$ cat src/sv/mkv_cluster_sync_search_core_macros.svh
// assertion macros shared by the search core
// clk and rst_n are taken from the module that uses them
`ifndef MKV_CLUSTER_SYNC_SEARCH_CORE_MACROS_SVH
`define MKV_CLUSTER_SYNC_SEARCH_CORE_MACROS_SVH

`ifndef ASSERT_OFF
`define MKV_ASSERT_IMP(lbl, ante, cons, msg) \
  lbl: assert property (@(posedge clk) disable iff (!rst_n) (ante) |-> (cons)) \
    else $error(msg);
`define MKV_ASSERT_NXT(lbl, ante, cons, msg) \
  lbl: assert property (@(posedge clk) disable iff (!rst_n) (ante) |=> (cons)) \
    else $error(msg);
`else
`define MKV_ASSERT_IMP(lbl, ante, cons, msg)
`define MKV_ASSERT_NXT(lbl, ante, cons, msg)
`endif

`endif

$ cat src/sv/mkv_pkg.sv
package mkv_pkg;

  localparam int WIN_LEN = 12;
  localparam int OFS_W   = 48;
  // highest window position that can still hold a whole start
  localparam int POS_MAX = 7;
  localparam int POS_N   = POS_MAX + 1;

  localparam logic [0:3][7:0] CLUSTER_ID = {8'h1f, 8'h43, 8'hb6, 8'h75};
  localparam logic [7:0]      SIZE_TAG   = 8'he7;

  // index 0 is the oldest byte, index WIN_LEN the byte just taken
  typedef logic [0:WIN_LEN][7:0] seq_t;

  typedef struct packed {
    logic             valid;
    seq_t             seq;
    logic [OFS_W-1:0] count;
    logic [3:0]       avail;
    logic             last;
  } stage_t;

endpackage

$ cat src/sv/mkv_if.sv
interface mkv_in_if;
  logic       valid;
  logic       ready;
  logic [7:0] data_byte;
  logic       last_byte;

  modport source (output valid, data_byte, last_byte, input ready);
  modport sink   (input valid, data_byte, last_byte, output ready);
endinterface

interface mkv_out_if;
  logic        valid;
  logic        ready;
  logic        found;
  logic [47:0] offset;

  modport source (output valid, found, offset, input ready);
  modport sink   (input valid, found, offset, output ready);
endinterface

$ cat src/sv/mkv_match.sv
module mkv_match (
  input  mkv_pkg::seq_t             seq,
  output logic [mkv_pkg::POS_N-1:0] match
);
  import mkv_pkg::*;

  // a start at position j needs the id, a nonzero size byte, and the tag
  // right after the size field, all inside the window
  always_comb begin
    for (int j = 0; j < POS_N; j++) begin
      logic id_ok;
      logic tag_ok;
      id_ok  = (seq[j] == CLUSTER_ID[0]) && (seq[j+1] == CLUSTER_ID[1]) &&
               (seq[j+2] == CLUSTER_ID[2]) && (seq[j+3] == CLUSTER_ID[3]);
      tag_ok = 1'b0;
      for (int k = 1; k <= 8; k++) begin
        if (j + 4 + k <= WIN_LEN) begin
          if (((seq[j+4] >> (8 - k)) == 8'd1) && (seq[j+4+k] == SIZE_TAG)) begin
            tag_ok = 1'b1;
          end
        end
      end
      match[j] = id_ok && tag_ok;
    end
  end

endmodule

$ cat src/sv/mkv_front.sv
module mkv_front (
  input  logic            clk,
  input  logic            rst_n,
  mkv_in_if.sink          in_chan,
  input  logic            retire,
  output mkv_pkg::stage_t stage
);
  import mkv_pkg::*;

  logic [7:0]       win_r [WIN_LEN];
  logic [OFS_W-1:0] count_r;
  logic [OFS_W-1:0] count_nxt;
  logic [3:0]       avail;
  stage_t           stage_r;
  logic             take;

  assign in_chan.ready = !stage_r.valid || retire;
  assign take          = in_chan.valid && in_chan.ready;
  assign stage         = stage_r;

  assign avail     = (count_r >= OFS_W'(WIN_LEN)) ? 4'(WIN_LEN) : count_r[3:0];
  assign count_nxt = (count_r == {OFS_W{1'b1}}) ? count_r : count_r + OFS_W'(1);

  always_ff @(posedge clk) begin
    if (!rst_n) begin
      count_r <= '0;
      for (int i = 0; i < WIN_LEN; i++) begin
        win_r[i] <= '0;
      end
    end else if (take) begin
      if (in_chan.last_byte) begin
        count_r <= '0;
        for (int i = 0; i < WIN_LEN; i++) begin
          win_r[i] <= '0;
        end
      end else begin
        count_r <= count_nxt;
        for (int i = 0; i < WIN_LEN - 1; i++) begin
          win_r[i] <= win_r[i+1];
        end
        win_r[WIN_LEN-1] <= in_chan.data_byte;
      end
    end
  end

  // only the valid flag is reset, the payload loads on every transfer
  always_ff @(posedge clk) begin
    if (!rst_n) begin
      stage_r.valid <= 1'b0;
    end else if (take) begin
      stage_r.valid <= 1'b1;
    end else if (retire) begin
      stage_r.valid <= 1'b0;
    end
    if (take) begin
      for (int i = 0; i < WIN_LEN; i++) begin
        stage_r.seq[i] <= win_r[i];
      end
      stage_r.seq[WIN_LEN] <= in_chan.data_byte;
      stage_r.count        <= count_r;
      stage_r.avail        <= avail;
      stage_r.last         <= in_chan.last_byte;
    end
  end

endmodule

$ cat src/sv/mkv_cluster_sync_search_core.sv
// cluster sync search core
// in_chan takes one file byte per transfer, last_byte marks the end of
// the searched range. out_chan gives at most one result per search:
// found=1 with the absolute offset of the lowest cluster start, or, on
// the last byte, found=0 and offset 0 when nothing matched.
// cfg_we/cfg_wdata load base_offset, the file position of the first
// byte; write it only while the block is idle.
// the byte that completes a result loads the input register at its
// transfer; the result then loads the result register, which drives out_chan.
// throughput: one byte per cycle while no result waits on a stalled
// out_chan, set by the single pass from the stage register through the
// 13-byte compare, priority pick and offset add. a byte with no result
// retires even while out_chan is stalled; a byte with a result waits in
// the stage register, and in_chan ready drops only then. reset clears the
// window, byte count, reported flag, base_offset and both valid flags;
// after the last byte the search state clears.
`include "mkv_cluster_sync_search_core_macros.svh"

module mkv_cluster_sync_search_core (
  input  logic                      clk,
  input  logic                      rst_n,
  mkv_in_if.sink                    in_chan,
  mkv_out_if.source                 out_chan,
  input  logic                      cfg_we,
  input  logic [mkv_pkg::OFS_W-1:0] cfg_wdata
);
  import mkv_pkg::*;

  stage_t           s1;
  logic [POS_N-1:0] match;
  logic [POS_N-1:0] cand;
  logic             hit;
  logic [2:0]       sel;
  logic             produce;
  logic             advance;
  logic             retire;

  logic [OFS_W-1:0] base_r;
  logic             reported_r;
  logic             out_v_r;
  logic             out_v_nxt;
  logic             found_r;
  logic [OFS_W-1:0] offset_r;
  logic [OFS_W-1:0] offset_nxt;

  // window, byte count and input register
  mkv_front u_front (
    .clk     (clk),
    .rst_n   (rst_n),
    .in_chan (in_chan),
    .retire  (retire),
    .stage   (s1)
  );

  // start detectors for window positions 0 to POS_MAX
  mkv_match u_match (
    .seq   (s1.seq),
    .match (match)
  );

  // a position counts only if it holds a real byte; before the last byte
  // only the oldest position of a full window is tested
  always_comb begin
    for (int j = 0; j < POS_N; j++) begin
      cand[j] = match[j] && ((5'(j) + {1'b0, s1.avail}) >= 5'(WIN_LEN)) &&
                (s1.last || (j == 0));
    end
  end

  // lowest position wins
  always_comb begin
    sel = '0;
    for (int j = POS_N - 1; j >= 0; j--) begin
      if (cand[j]) begin
        sel = 3'(j);
      end
    end
  end

  assign hit = |cand;

  // stream index of position sel is count + sel - 12, wrapped
  assign offset_nxt = base_r + s1.count + OFS_W'(sel) - OFS_W'(WIN_LEN);

  assign produce = s1.valid && !reported_r && (hit || s1.last);
  assign advance = !out_v_r || out_chan.ready;
  assign retire  = s1.valid && (!produce || advance);

  always_ff @(posedge clk) begin
    if (!rst_n) begin
      base_r <= '0;
    end else if (cfg_we) begin
      base_r <= cfg_wdata;
    end
  end

  // reported blocks later hits until the end of the search
  always_ff @(posedge clk) begin
    if (!rst_n) begin
      reported_r <= 1'b0;
    end else if (retire) begin
      if (s1.last) begin
        reported_r <= 1'b0;
      end else if (produce) begin
        reported_r <= 1'b1;
      end
    end
  end

  // result register
  always_comb begin
    out_v_nxt = out_v_r && !out_chan.ready;
    if (produce && advance) begin
      out_v_nxt = 1'b1;
    end
  end

  always_ff @(posedge clk) begin
    if (!rst_n) begin
      out_v_r <= 1'b0;
    end else begin
      out_v_r <= out_v_nxt;
    end
  end

  always_ff @(posedge clk) begin
    if (produce && advance) begin
      found_r  <= hit;
      offset_r <= hit ? offset_nxt : '0;
    end
  end

  assign out_chan.valid  = out_v_r;
  assign out_chan.found  = found_r;
  assign out_chan.offset = offset_r;

  `MKV_ASSERT_NXT(a_clear_after_last, retire && s1.last, !reported_r,
                  "reported flag survived the end of a search")
  `MKV_ASSERT_IMP(a_one_per_search, reported_r && s1.valid, !produce,
                  "second result in one search")
  `MKV_ASSERT_IMP(a_stall_cause, !in_chan.ready, s1.valid && out_v_r && produce,
                  "input stalled without a waiting result")

endmodule
$ cat src/flat_wrapper.sv
// flat-port wrapper written by rule: the top's interface ports become plain ports
module mkv_cluster_sync_search_core_flat import mkv_pkg::*;
  (clk, rst_n, cfg_we, cfg_wdata, in_chan_valid, in_chan_data_byte, in_chan_last_byte, in_chan_ready, out_chan_valid, out_chan_found, out_chan_offset, out_chan_ready);
  mkv_in_if in_chan_i ();
  mkv_out_if out_chan_i ();
  input  logic clk;
  input  logic rst_n;
  input  logic cfg_we;
  input  logic [mkv_pkg::OFS_W-1:0] cfg_wdata;
  input wire logic [$bits(in_chan_i.valid)-1:0] in_chan_valid;
  input wire logic [$bits(in_chan_i.data_byte)-1:0] in_chan_data_byte;
  input wire logic [$bits(in_chan_i.last_byte)-1:0] in_chan_last_byte;
  output wire logic [$bits(in_chan_i.ready)-1:0] in_chan_ready;
  output wire logic [$bits(out_chan_i.valid)-1:0] out_chan_valid;
  output wire logic [$bits(out_chan_i.found)-1:0] out_chan_found;
  output wire logic [$bits(out_chan_i.offset)-1:0] out_chan_offset;
  input wire logic [$bits(out_chan_i.ready)-1:0] out_chan_ready;
  assign in_chan_i.valid = in_chan_valid;
  assign in_chan_i.data_byte = in_chan_data_byte;
  assign in_chan_i.last_byte = in_chan_last_byte;
  assign in_chan_ready = in_chan_i.ready;
  assign out_chan_valid = out_chan_i.valid;
  assign out_chan_found = out_chan_i.found;
  assign out_chan_offset = out_chan_i.offset;
  assign out_chan_i.ready = out_chan_ready;
  mkv_cluster_sync_search_core u_core (.clk(clk), .rst_n(rst_n), .in_chan(in_chan_i), .out_chan(out_chan_i), .cfg_we(cfg_we), .cfg_wdata(cfg_wdata));
endmodule
$ cat config.mk
export PLATFORM = sky130hd
export DESIGN_NAME = mkv_cluster_sync_search_core_flat
export DESIGN_NICKNAME = d
export VERILOG_FILES = /design/src/sv/mkv_pkg.sv /design/src/sv/mkv_if.sv /design/src/sv/mkv_match.sv /design/src/sv/mkv_front.sv /design/src/sv/mkv_cluster_sync_search_core.sv /design/src/flat_wrapper.sv
export VERILOG_INCLUDE_DIRS = /design/src /design/src/sv
export SDC_FILE = /design/constraint.sdc
export NUM_CORES = 1
export LEC_CHECK = 0
export ABC_AREA = 1
export BUFFER_PORTS_ARGS = -buffer_cell sky130_fd_sc_hd__buf_2
export CORE_ASPECT_RATIO = 1.75
export CORE_MARGIN = 2
export CORE_UTILIZATION = 30
export DETAILED_ROUTE_END_ITERATION = 10
export GPL_ROUTABILITY_DRIVEN = 0
export PLACE_DENSITY_LB_ADDON = 0.3
export SLEW_MARGIN = 5
export SYNTH_ARGS = -nofsm -noshare
export SYNTH_HDL_FRONTEND = slang
export SYNTH_SLANG_ARGS = --single-unit
$ cat constraint.sdc
create_clock -name clk -period 11.9 [get_ports clk]
set_input_delay 1.785 -clock clk [delete_from_list [all_inputs] [get_ports clk]]
set_output_delay 1.785 -clock clk [all_outputs]
set_load 0.02 [all_outputs]
## Word-level counts from Yosys, hierarchy flattened

Memories as Yosys holds them, arrays and structs flattened. A register that Yosys moved wholly into a read port is not among the register bits.
Cells that the tools add are included.

| storage, ports and cells | value |
|---|---|
| flip-flop bits (word level) | 297 |
| word-level logic and storage cells | 324 |
| output and inout bits | 51 |
| bits of input ports | 62 |
| memories | 1 |
| bits in writable memories | 96 |

Memories:

| name | depth | bits a word | rd ports | clocked after memory_dff | write ports | RTL line | source |
|---|---|---|---|---|---|---|---|
| u_core.u_front.win_r | 12 | 8 | 12 | 1 | 12 | mkv_front.sv:10 | `logic [7:0] win_r [WIN_LEN];` |

| cells by class | value |
|---|---|
| equality and inequality tests | 70 |
| mux-type cells | 84 |
| bitwise operators | 24 |
| order comparisons | 9 |
| $add $sub $neg | 11 |
| reductions and logical operators | 103 |

Operators with widths:

| operator | number |
|---|---|
| 8-bit 2-to-1 mux | 24 |
| 8-bit by 7-bit equality test with 1-bit output, second input constant | 16 |
| 8-bit equality test, second input constant | 16 |
| 48-bit 2-to-1 mux | 2 |
| 1-bit logical AND | 89 |
| 8-bit by 5-bit equality test with 1-bit output, second input constant | 8 |
| 1-bit 2-to-1 mux | 50 |
| 48-bit by 1-bit adder with 48-bit output, second input constant | 1 |
| 48-bit by 3-bit adder with 48-bit output | 1 |
| 48-bit adder | 1 |
| 48-bit equality test, second input constant | 1 |
| 48-bit by 4-bit >= comparator with 1-bit output, second input constant | 1 |
| 48-bit by 4-bit subtractor with 48-bit output, second input constant | 1 |
| 5-bit by 4-bit >= comparator with 1-bit output, second input constant | 7 |
| 3-bit 2-to-1 mux | 8 |
| 1-bit bitwise OR | 24 |
| 3-bit by 4-bit adder with 5-bit output, first input constant | 4 |
| 4-bit by 1-bit equality test with 1-bit output, second input constant | 5 |
| 5-bit by 1-bit equality test with 1-bit output, second input constant | 4 |
| 3-bit by 1-bit equality test with 1-bit output, second input constant | 6 |
| 6-bit by 1-bit equality test with 1-bit output, second input constant | 3 |
| 2-bit by 1-bit equality test with 1-bit output, second input constant | 7 |
| 7-bit by 1-bit equality test with 1-bit output, second input constant | 2 |
| 2-bit by 4-bit adder with 5-bit output, first input constant | 2 |
| 9 further kinds | 18 |

## Longest topological paths before layout

Gate-level depths: netlist (run 1).

| logic depth | value |
|---|---|
| word-level depth | 25 |
| mapped depth | 35 |
| gate-level depth less buffers | 35 |

## By module

Synthesis (run 1) repeated with hierarchy kept, for this count alone.

| second synthesis, totals | value |
|---|---|
| cells, all modules | 2775 |
| area total of the unflattened synthesis | 22574.2 um^2 |

Modules (own cells, without submodules):

| module | cells an instance | times used | area each (um^2) | sequential area each (um^2) |
|---|---|---|---|---|
| mkv_front | 1146 | 1 | 12215.5 | 8578.2 |
| mkv_cluster_sync_search_core | 1321 | 1 | 9001.1 | 2472.4 |
| mkv_match | 308 | 1 | 1357.6 | 0.0 |

## Least setup slack after synthesis (run 1)

Ideal clock, no wire load.

| timing path | value |
|---|---|
| path kind | input-to-reg |
| from | in rst_n |
| to | mem u_core.u_front.win_r[0][0], enable pin |
| setup time | 848 ps |
| slack | 7232 ps |
| stages on the path | 3 |
| data required time | 11052 ps |
| data arrival time | 3820 ps |
| path buffers | 2 |
| cell sequence | clkbuf_1 -> clkbuf_1 -> nand2_1 |

RTL lines:

| item | RTL line | source |
|---|---|---|
| from (decl) | flat_wrapper.sv:7 | `input logic rst_n;` |
| to (decl) | mkv_front.sv:10 |  |

## Worst setup path in the final report (run 1)

| timing path | value |
|---|---|
| from | reg, netlist name u_core.u_front.stage[57] |
| to | reg u_core.offset_r[42], in the netlist u_core.out_chan.offset[42] (data pin) |

| on the way | value |
|---|---|
| cells in the longest elaborated chain, start to end | 16 |
| elaborated cells between the ends (all ways) | 51 |
| those cells by class | add/sub (2); eq/ne (1); mux (16); reduce/logical (32) |

RTL lines:

| item | RTL line | source |
|---|---|---|
| 8-bit equality test * | mkv_match.sv:18 | `if (((seq[j+4] >> (8 - k)) == 8'd1) && (seq[j+4+k] == SIZE_TAG)) begin` |
| 1-bit logical AND | mkv_match.sv:18 |  |
| 1-bit 2-to-1 mux | mkv_match.sv:18 |  |
| 1-bit logical AND | mkv_match.sv:23 | `match[j] = id_ok && tag_ok;` |
| 1-bit logical AND (2 in a row) | mkv_cluster_sync_search_core.sv:65 | `cand[j] = match[j] && ((5'(j) + {1'b0, s1.avail}) >= 5'(WIN_LEN)) &&` |
| 3-bit 2-to-1 mux (8 in a row) | mkv_cluster_sync_search_core.sv:74 | `if (cand[j]) begin` |
| 48-bit by 3-bit adder with 48-bit output | mkv_cluster_sync_search_core.sv:83 | `assign offset_nxt = base_r + s1.count + OFS_W'(sel) - OFS_W'(WIN_LEN);` |
| 48-bit by 4-bit subtractor with 48-bit output | mkv_cluster_sync_search_core.sv:83 |  |
| to (signal assigned) | mkv_cluster_sync_search_core.sv:129 | `offset_r <= hit ? offset_nxt : '0;` |
| to (decl) | mkv_cluster_sync_search_core.sv:43 | `logic [OFS_W-1:0] offset_r;` |

Mark *: on every way between the ends. The rest lies on a longest branch, timed or not.
A chain may end at the register's enable or synchronous reset.

==> metrics.cfg, run 1 <==
[finish]
area_delta_synth_final_pct = 12.67
finalNonFillerCells = 3691
antenna_cells = 0
fin_nets = 2937
drive_above_1_share = 0.09226
num-fill-cells = 7795

[run]
maxCapViolations = 0

[timing]
fin_crit_ns = 5.453
clock_skew_ns = 0.02312
period_share = 0.4582
hold_viol_final = 0
tightestPinTransition_ns = 1.230
slew_violations = 0
fmaxAchievable_mhz = 183.4
grt_setup_unrepaired = no
setup_tns_ns = 0
setup_viol = 0
slew_headroom = 0.1726
setup_slack_ns = 6.447

[drt]
first_pass_iters = 5
drt_first_iter_violations = 944
num_vias = 17410
vias_per_cell = 4.717
totalWireLength_um = 62200
ant_nets = 0
drc = 0
drt-wirelength-per-cell_um = 16.85

[cts]
clkTransAtPathRegs_ns = 0.06
ctsHoldBuffers = 0
cts_root_buf = clkbuf_16
cts-resized-gates = 0
cts_tree = yes
cts_buffers = 40
clock_latency_ns = 0.58
clock_path_buffers = 3
cts.sinks = 401
cts_setup_buffers = 0
htree_levels = 2

[pwr]
peakVddDrop_uv = 95.76
leakagePower_nw = 10.69
powerDensity_mw_per_mm2 = 144.5

[synth]
synth_area_leaders = edfxtp_1, inv_1, dfxtp_1
synth_area_per_cell_um2 = 8.481
synth_edf_count = 302
ys_warn_count = 0
synth_top_area_frac = 0.4078
async_flop_share = 0
synth.most_common_cell = inv_1
synth_largest_area_cell = edfxtp_1
yosys_most_used_dff = edfxtp_1
netlist_top_cells_count = inv_1, nand2_1, nor2_1
synth_seq_area_share = 0.4969
netlist_area_mm2 = 0.02224
synth_seq_cells = 401
syn_nets = 2835
synthCells = 2622
ys_types = 43

[run_status]
status = complete, no violations

[die]
die_h_um = 364.2
io_pins = 113
die_width_um = 209.8
coreArea_mm2 = 0.07366
rows = 132
initial_core_util = 0.3019
die_area_mm2 = 0.07641

[global_route]
grtUsageTotal = 0.1620
grt_pass1_wl_um = 94680
grt-ovfl-total = 0
grt_pass1_vias = 17120
grt_max_degree = 87
antenna_found_initial = 3

[place]
dpl_worst_slack_ns = 6.578
portBuffers = 112
dp_hpwl_um = 47380
placed_cells = 3620

[setup_path]
crit_path_end_kind = flop
criticalPathCategory = flop to flop
crit_fanout = 5
crit_top_cell = nand2_1
start_kind = flop
cpPeakStageDelay_ns = 0.53
cp_slowest_cell = nor2_1
critPathRequiredTime_ns = 12.23
arrival_ns = 5.78

[hold_path]
hold_path.class = flop to flop

metrics by stage:
step / area (um^2) / utilization / power (mW) / hold WS (ns)
global route: 25060 / 0.3401 / 3.812 / 0.4273
detailed placement: 23740 / 0.3223 / 2.354 / 0.4052
global placement: 23740 / 0.3223 / 2.350 / 0.4012
CTS: 25060 / 0.3401 / 3.668 / 0.4203
finish: 25060 / 0.3401 / 3.621 / 0.4204
floorplan: 22240 / - / 2.129 / 0.4003
cell families (layout without fill, tap and decap cells):
family | count (synthesis) | after routing | share of synthesized area
AO/OA/AOI/OAI | 337 | 337 | 0.08068
XOR/XNOR | 19 | 19 | 0.007483
buffers and inverters | 601 | 732 | 0.1056
AND/OR/NAND/NOR | 1113 | 1113 | 0.2230
adder cells (fa/ha/maj) | 151 | 151 | 0.08631
flip-flops | 401 | 401 | 0.4969
per-layer routing:
metal,track usage,vias to the layer above,part of all wire,wire length [um]
met4,0.1004,4,0.063,3898
met2,0.3204,437,0.55,34020
met1,0.1555,7984,0.35,21970
li1,-,8809,-,-
met3,0.02283,178,0.037,2290
met5,0,-,0.00042,26
registers in the layout (all words and copies together), names as in the netlist:
name                    cells
u_core.out_chan.offset     48
u_core.reported_r           1
u_core.u_front.stage      158
u_core.u_front.count_r     48
u_core.base_r              48
u_core.out_chan.valid       1
u_core.u_front.win_r       96
u_core.out_chan.found       1
cell usage in the layout (no fill, tap or decap), drive strengths merged:
| master | count |
|---|---|
| clkinv | 8 |
| and3 | 2 |
| clkbuf | 52 |
| nand3 | 130 |
| bufinv | 4 |
| ha | 147 |
| nor3 | 66 |
| o211ai | 4 |
| o21ai | 135 |
| o22ai | 2 |
| nand3b | 4 |
| o311ai | 2 |
| nor4 | 26 |
| o31ai | 1 |
| xnor2 | 5 |
| dfxtp | 99 |
| or2 | 15 |
| nor2 | 363 |
| o221ai | 1 |
| clkinvlp | 2 |
| o21a | 11 |
| xor2 | 14 |
| edfxtp | 302 |
| a21boi | 7 |
| inv | 545 |
| buf | 121 |
| a21oi | 155 |
| a21o | 3 |
| nand2 | 410 |
| nand4 | 92 |
| nor3b | 5 |
| fa | 4 |
| o2111ai | 1 |
| o21bai | 5 |
| a31oi | 10 |
worst max-delay path: cells and delay by family, from the launching register on:
kind	cells	cell delay (ns)
DFF	1	0.35
adders and majority gates	4	1.33
buffers and inverters	5	0.41
and+or+nand+nor	17	2.25
AOI/OAI and AO/OA	5	0.87
report_power, final:
group	leakage (nW)	internal (mW)	switching [mW]
Combinational	6.18	0.213	0.473
Clock	0.639	0.743	0.550
Sequential	3.87	1.59	0.0535
Total	10.7	2.54	1.08
layout make-up:
| type | instances | area (um^2) | share of cell area |
|---|---|---|---|
| inverter | 540 | 2032 | 0.08110 |
| clock inverter | 19 | 215.2 | 0.008589 |
| clock buffer | 52 | 1099 | 0.04385 |
| timing repair buffer | 121 | 630.6 | 0.02517 |
| multi-input combinational | 1620 | 8855 | 0.3534 |
| tap | 938 | 1174 | 0.04684 |
| sequential | 401 | 11050 | 0.4410 |
path summary, 6_finish.rpt:
kind | to | cells past startpoint | from | slack, ns
hold reg to reg | u_core.u_front.stage[152] | 0 | u_core.u_front.win_r[0][3] | 0.42
setup reg to reg | u_core.out_chan.offset[42] | 31 | u_core.u_front.stage[57] | 6.45
setup / recovery | u_core.out_chan.offset[42] | 31 | u_core.u_front.stage[57] | 6.45
hold / removal | u_core.u_front.stage[152] | 0 | u_core.u_front.win_r[0][3] | 0.42
Note: power is estimated with default switching activity, not from simulation.
==> run 2: changes to the inputs <==
==> constraint.sdc (replaced) <==
create_clock -name clk -period 4.59 [get_ports clk]
set_input_delay 0.6885 -clock clk [delete_from_list [all_inputs] [get_ports clk]]
set_output_delay 0.6885 -clock clk [all_outputs]
set_load 0.02 [all_outputs]
==> metrics.cfg, run 2 (synthesized netlist as in run 1, its figures left out) <==
[cts]
cts_tree = yes
cts_root_buf = clkbuf_16
clock_latency_ns = 0.59
clkTransAtPathRegs_ns = 0.06
clock_path_buffers = 3
htree_levels = 2
cts_buffers = 41
cts.sinks = 401

[pwr]
leakagePower_nw = 11.24
p_total_mw = 9.613
powerDensity_mw_per_mm2 = 367.9
peakVddDrop_uv = 270.4

[setup_path]
arrival_ns = 4.82
crit_top_cell = inv_2
cp_slowest_cell = edfxtp_1
critPathRequiredTime_ns = 4.92
crit_fanout = 4
cpPeakStageDelay_ns = 0.47
r2r-start = u_core.u_front.stage[3]
startpoint = u_core.u_front.stage[3]
start_kind = flop
crit_path_end_kind = flop
r2r_setup_slack_ns = 0.10
criticalPathCategory = flop to flop

[finish]
finalNonFillerCells = 3785
area_delta_synth_final_pct = 17.51
final_cell_mix = inv_1, nand2_1, nor2_1, edfxtp_1, a21oi_1
num-fill-cells = 7707
layout_commonest_cell = inv_1
antenna_cells = 0
fin_nets = 3031
drive_above_1_share = 0.1416
largest_register_ffs = 158

[timing]
clock_skew_ns = 0.03151
slew_headroom = 0.1721
hold_viol_final = 0
fin_crit_ns = 4.486
tightestPinTransition_ns = 1.231
grt_setup_unrepaired = yes
period_share = 0.9773
slew_violations = 0
setup_viol = 0
fmaxAchievable_mhz = 222.9

[global_route]
grt_max_degree = 158
antenna_found_initial = 2
grt-ovfl-total = 0
use_met1 = 0.1557
top_usage_layer = met2
grt_util_met2 = 0.3225
grt_use_met3 = 0.01947
grtUsageTotal = 0.1631
grt_pass1_wl_um = 96160
grt_pass1_vias = 17640

[drt]
drc = 0
vias_per_cell = 4.701
first_pass_iters = 5
totalWireLength_um = 62900
drt-wirelength-per-cell_um = 16.62
drt_first_iter_violations = 758
num_vias = 17790
ant_nets = 0

[die]
rows = 132
die_h_um = 364.2
initial_core_util = 0.3019
die_area_mm2 = 0.07641
die_width_um = 209.8
coreArea_mm2 = 0.07366
io_pins = 113

[place]
dp_hpwl_um = 48110
portBuffers = 112
placed_cells = 3705

[run_status]
status = complete, no violations

[hold_path]
min-delay-start = in_chan_data_byte[3]
hold_path.class = input pin to flop

[run]
maxCapViolations = 0

[run 2: cell count changes in the layout (fill, tap and decap cells not counted), moves of 7 or more]
cell and change:
buf_4 +82, a21oi_1 -9, a21oi_2 +8, ha_1 -8, nand2_1 -7, nand2_2 +7, o21ai_0 -7
[run 2: metrics by stage]
stage	area [um^2]	setup slack, ns	hold WS, ns	TNS, ns	util
after floorplan	22240	0.07641	0.4003	0	-
after global placement	24440	-0.1202	0.4018	-0.6103	0.3318
after detailed placement	24440	-0.2443	0.4045	-1.422	0.3318
after CTS	25870	0.004709	0.2656	0	0.3512
after global routing	26130	-0.1360	0.2859	-0.9765	0.3548
final	26130	0.1042	0.2998	0	0.3548
[run 2: routing by layer]
layer  up-vias  wire length (um)  part of all wire
li1       8996                 -                 -
met1      8185             22140              0.35
met2       409             34220              0.54
met3       202              1969             0.031
met4         0              4571             0.073
met5         -                 0                 0
[run 2: area by class of cell]
class                      count  area [um^2]  share of cell area
sequential                   401        11050              0.4229
inverter                     540         2032             0.07776
tap                          938         1174             0.04491
clock buffer                  54         1157             0.04429
multi-input combinational   1620         9099              0.3482
timing repair buffer         214         1414             0.05411
clock inverter                18        205.2            0.007853
[run 2: path summary, 6_finish.rpt]
kind	to	cells after the start
max reg2reg	u_core.out_chan.offset[32]	28
min reg2reg	u_core.u_front.stage[153]	0
max	u_core.out_chan.offset[32]	28
min	u_core.u_front.stage[56]	1
[run 2: repair_timing]
action,in CTS,in global routing
gates resized for setup,18,59
setup endpoints to repair,9,19
setup buffers,1,7
pin swaps,2,15
hold buffers,0,0
[run 2: worst max-delay path, delay by kind of cell (launching register included)]
| family | cells | cell delay, ns |
|---|---|---|
| buf+inv | 9 | 0.91 |
| flops | 1 | 0.47 |
| fa+ha+maj | 4 | 1.28 |
| xor+xnor | 1 | 0.17 |
| simple gates | 11 | 0.96 |
| compound gates | 3 | 0.44 |
[run 2: power breakdown]
part	total [mW]	leakage (nW)	switching, mW	internal (mW)
combinational	1.92	6.69	1.27	0.655
clock	3.44	0.673	1.44	2.00
sequential	4.25	3.87	0.133	4.12
total	9.61	11.2	2.84	6.77
==> run 3: changes to the inputs <==
--- a/config.mk
+++ b/config.mk
@@ -8,6 +8,8 @@
 export LEC_CHECK = 0
 export ABC_AREA = 1
 export BUFFER_PORTS_ARGS = -buffer_cell sky130_fd_sc_hd__buf_2
+export CELL_PAD_IN_SITES_DETAIL_PLACEMENT = 0
+export CELL_PAD_IN_SITES_GLOBAL_PLACEMENT = 1
 export CORE_ASPECT_RATIO = 1.75
 export CORE_MARGIN = 2
 export CORE_UTILIZATION = 30
==> constraint.sdc (replaced) <==
create_clock -name clk -period 4.4 [get_ports clk]
set_input_delay 0.66 -clock clk [delete_from_list [all_inputs] [get_ports clk]]
set_output_delay 0.66 -clock clk [all_outputs]
set_load 0.02 [all_outputs]
==> metrics.cfg, run 3 (synthesized netlist as in run 1, its figures left out) <==
[die]
rows = 132
initial_core_util = 0.3019
die_width_um = 209.8
io_pins = 113
die_area_mm2 = 0.07641
coreArea_mm2 = 0.07366
die_h_um = 364.2

[setup_path]
cp-endpoint = u_core.out_chan.offset[32]
cpPeakStageDelay_ns = 0.51
r2r-start = u_core.u_front.stage[3]
start_kind = flop
crit_top_cell = inv_2
r2r_cells = 28
cp_slowest_cell = edfxtp_1
r2r-end = u_core.out_chan.offset[32]
criticalPathCategory = flop to flop
r2r_setup_slack_ns = -0.21
crit_fanout = 5
startpoint = u_core.u_front.stage[3]
critPathRequiredTime_ns = 4.76
arrival_ns = 4.96
crit_path_end_kind = flop

[run_status]
status = complete, but fails checks
violations = setup timing

[finish]
fin_nets = 3080
final_cell_mix = inv_1, nand2_1, nor2_1, edfxtp_1, a21oi_1
utilization = 0.3634
num-fill-cells = 7630
fin_area_mm2 = 0.02677
drive_above_1_share = 0.1693
area_delta_synth_final_pct = 20.36
multiInputGateArea_mm2 = 0.009280
antenna_cells = 0
seqCellArea_mm2 = 0.01105
largest_register_ffs = 158
layout_commonest_cell = inv_1

[drt]
ant_nets = 0
drc = 0
drt_first_iter_violations = 998
first_pass_iters = 5
drt-wirelength-per-cell_um = 17.38
num_vias = 18130
totalWireLength_um = 66710
vias_per_cell = 4.724

[timing]
setup_viol = 9
clock_skew_ns = 0.03569
fin_crit_ns = 4.606
slew_headroom = 0.1381
period_share = 1.047
setup_slack_ns = -0.2057
slew_violations = 0
setup_tns_ns = -1.029
hold_viol_final = 0
fmaxAchievable_mhz = 217.1
timing.hold.ws_ns = 0.2831
grt_setup_unrepaired = yes
tightestPinTransition_ns = 1.281

[cts]
clkTransAtPathRegs_ns = 0.07
htree_levels = 2
cts.sinks = 401
clock_path_buffers = 3
clock_latency_ns = 0.60
cts_buffers = 42
cts_tree = yes
cts_root_buf = clkbuf_16

[place]
dp_hpwl_um = 51670
post_dp_cell_area_mm2 = 0.02477
portBuffers = 112

[hold_path]
hold_path.class = input pin to flop

[pwr]
leakagePower_nw = 11.51
share_comb_of_total_power = 0.209
intPower_mw = 7.221
power.switching_mw = 3.128
peakVddDrop_uv = 269.1
powerDensity_mw_per_mm2 = 386.6
pwr-share-seq = 0.428
p_total_mw = 10.35
switching_share = 0.3022
p_clk_frac = 0.363

[global_route]
grt_pass1_wl_um = 102200
grt_pass1_vias = 18380
grt-ovfl-total = 0
antenna_found_initial = 1
grt_max_degree = 118
grtUsageTotal = 0.1734

[run]
maxCapViolations = 0

## run 3: changes by cell type in the layout (fill, tap and decap cells not counted), sizes merged
cell | previous run | this run
clkinv | 12 | 11
inv | 541 | 546
bufinv | 4 | 5
clkinvlp | 1 | 6
buf | 214 | 262
clkbuf | 54 | 49
## run 3: repair_timing
action / 4_1_cts / 5_1_grt
endpoints found under the hold margin: 0 / 0
buffers inserted: 9 / 7
resized for setup: 61 / 60
cloned: 0 / 0
setup endpoints to repair: 19 / 32
pin swaps: 24 / 31
hold buffers: 0 / 0
## run 3: power by group through the flow
stage / Clock [mW] / Combinational, mW / Sequential, mW
6_report: 3.76 / 2.16 / 4.43
2_1_floorplan: 0 / 1.27 / 4.49
3_3_place_gp: 0 / 2.02 / 4.51
5_1_grt: 3.97 / 2.42 / 4.46
4_1_cts: 3.87 / 2.11 / 4.43
3_5_place_dp: 0 / 2.02 / 4.52
## run 3: how the worst min path moves through the flow
stage                                    start                   endpoint  cells past startpoint
finish                    in_chan_data_byte[7]   u_core.u_front.stage[60]                      1
global route              in_chan_data_byte[4]   u_core.u_front.stage[57]                      1
CTS                       in_chan_data_byte[7]   u_core.u_front.stage[60]                      1
detailed placement  u_core.u_front.win_r[0][1]  u_core.u_front.stage[150]                      0
global placement    u_core.u_front.win_r[0][4]  u_core.u_front.stage[153]                      0
floorplan           u_core.u_front.win_r[0][0]  u_core.u_front.stage[149]                      0
## run 3: worst max-delay path: cells and delay by family, from the launching register on
kind | cells | cell delay, ns
AND/OR/NAND/NOR | 10 | 0.97
buffers and inverters | 9 | 0.92
adder cells (fa/ha/maj) | 5 | 1.48
AO/OA/AOI/OAI | 4 | 0.50
flip-flops | 1 | 0.51
## run 3: layout make-up
type,count,share of cell area
flip-flops and latches,401,0.4129
inverters,540,0.07592
multi-input cells,1620,0.3467
clock inverters,28,0.01159
clock buffers,49,0.04217
repair buffers,262,0.06689
well taps,938,0.04385
## run 3: routing by layer
metal,wire length [um],vias up,track usage
met5,12,-,0
met3,2330,172,0.02180
met2,36730,433,0.3457
met1,23770,8421,0.1707
met4,3872,2,0.09512
li1,-,9101,-
## run 3: metrics by stage
stage	instances	worst slack, ns
6_report	3838	-0.2057
3_3_place_gp	3747	-0.4100
2_1_floorplan	2622	0.01885
3_5_place_dp	3747	-0.5026
5_1_grt	3838	-0.4013
4_1_cts	3833	-0.1174
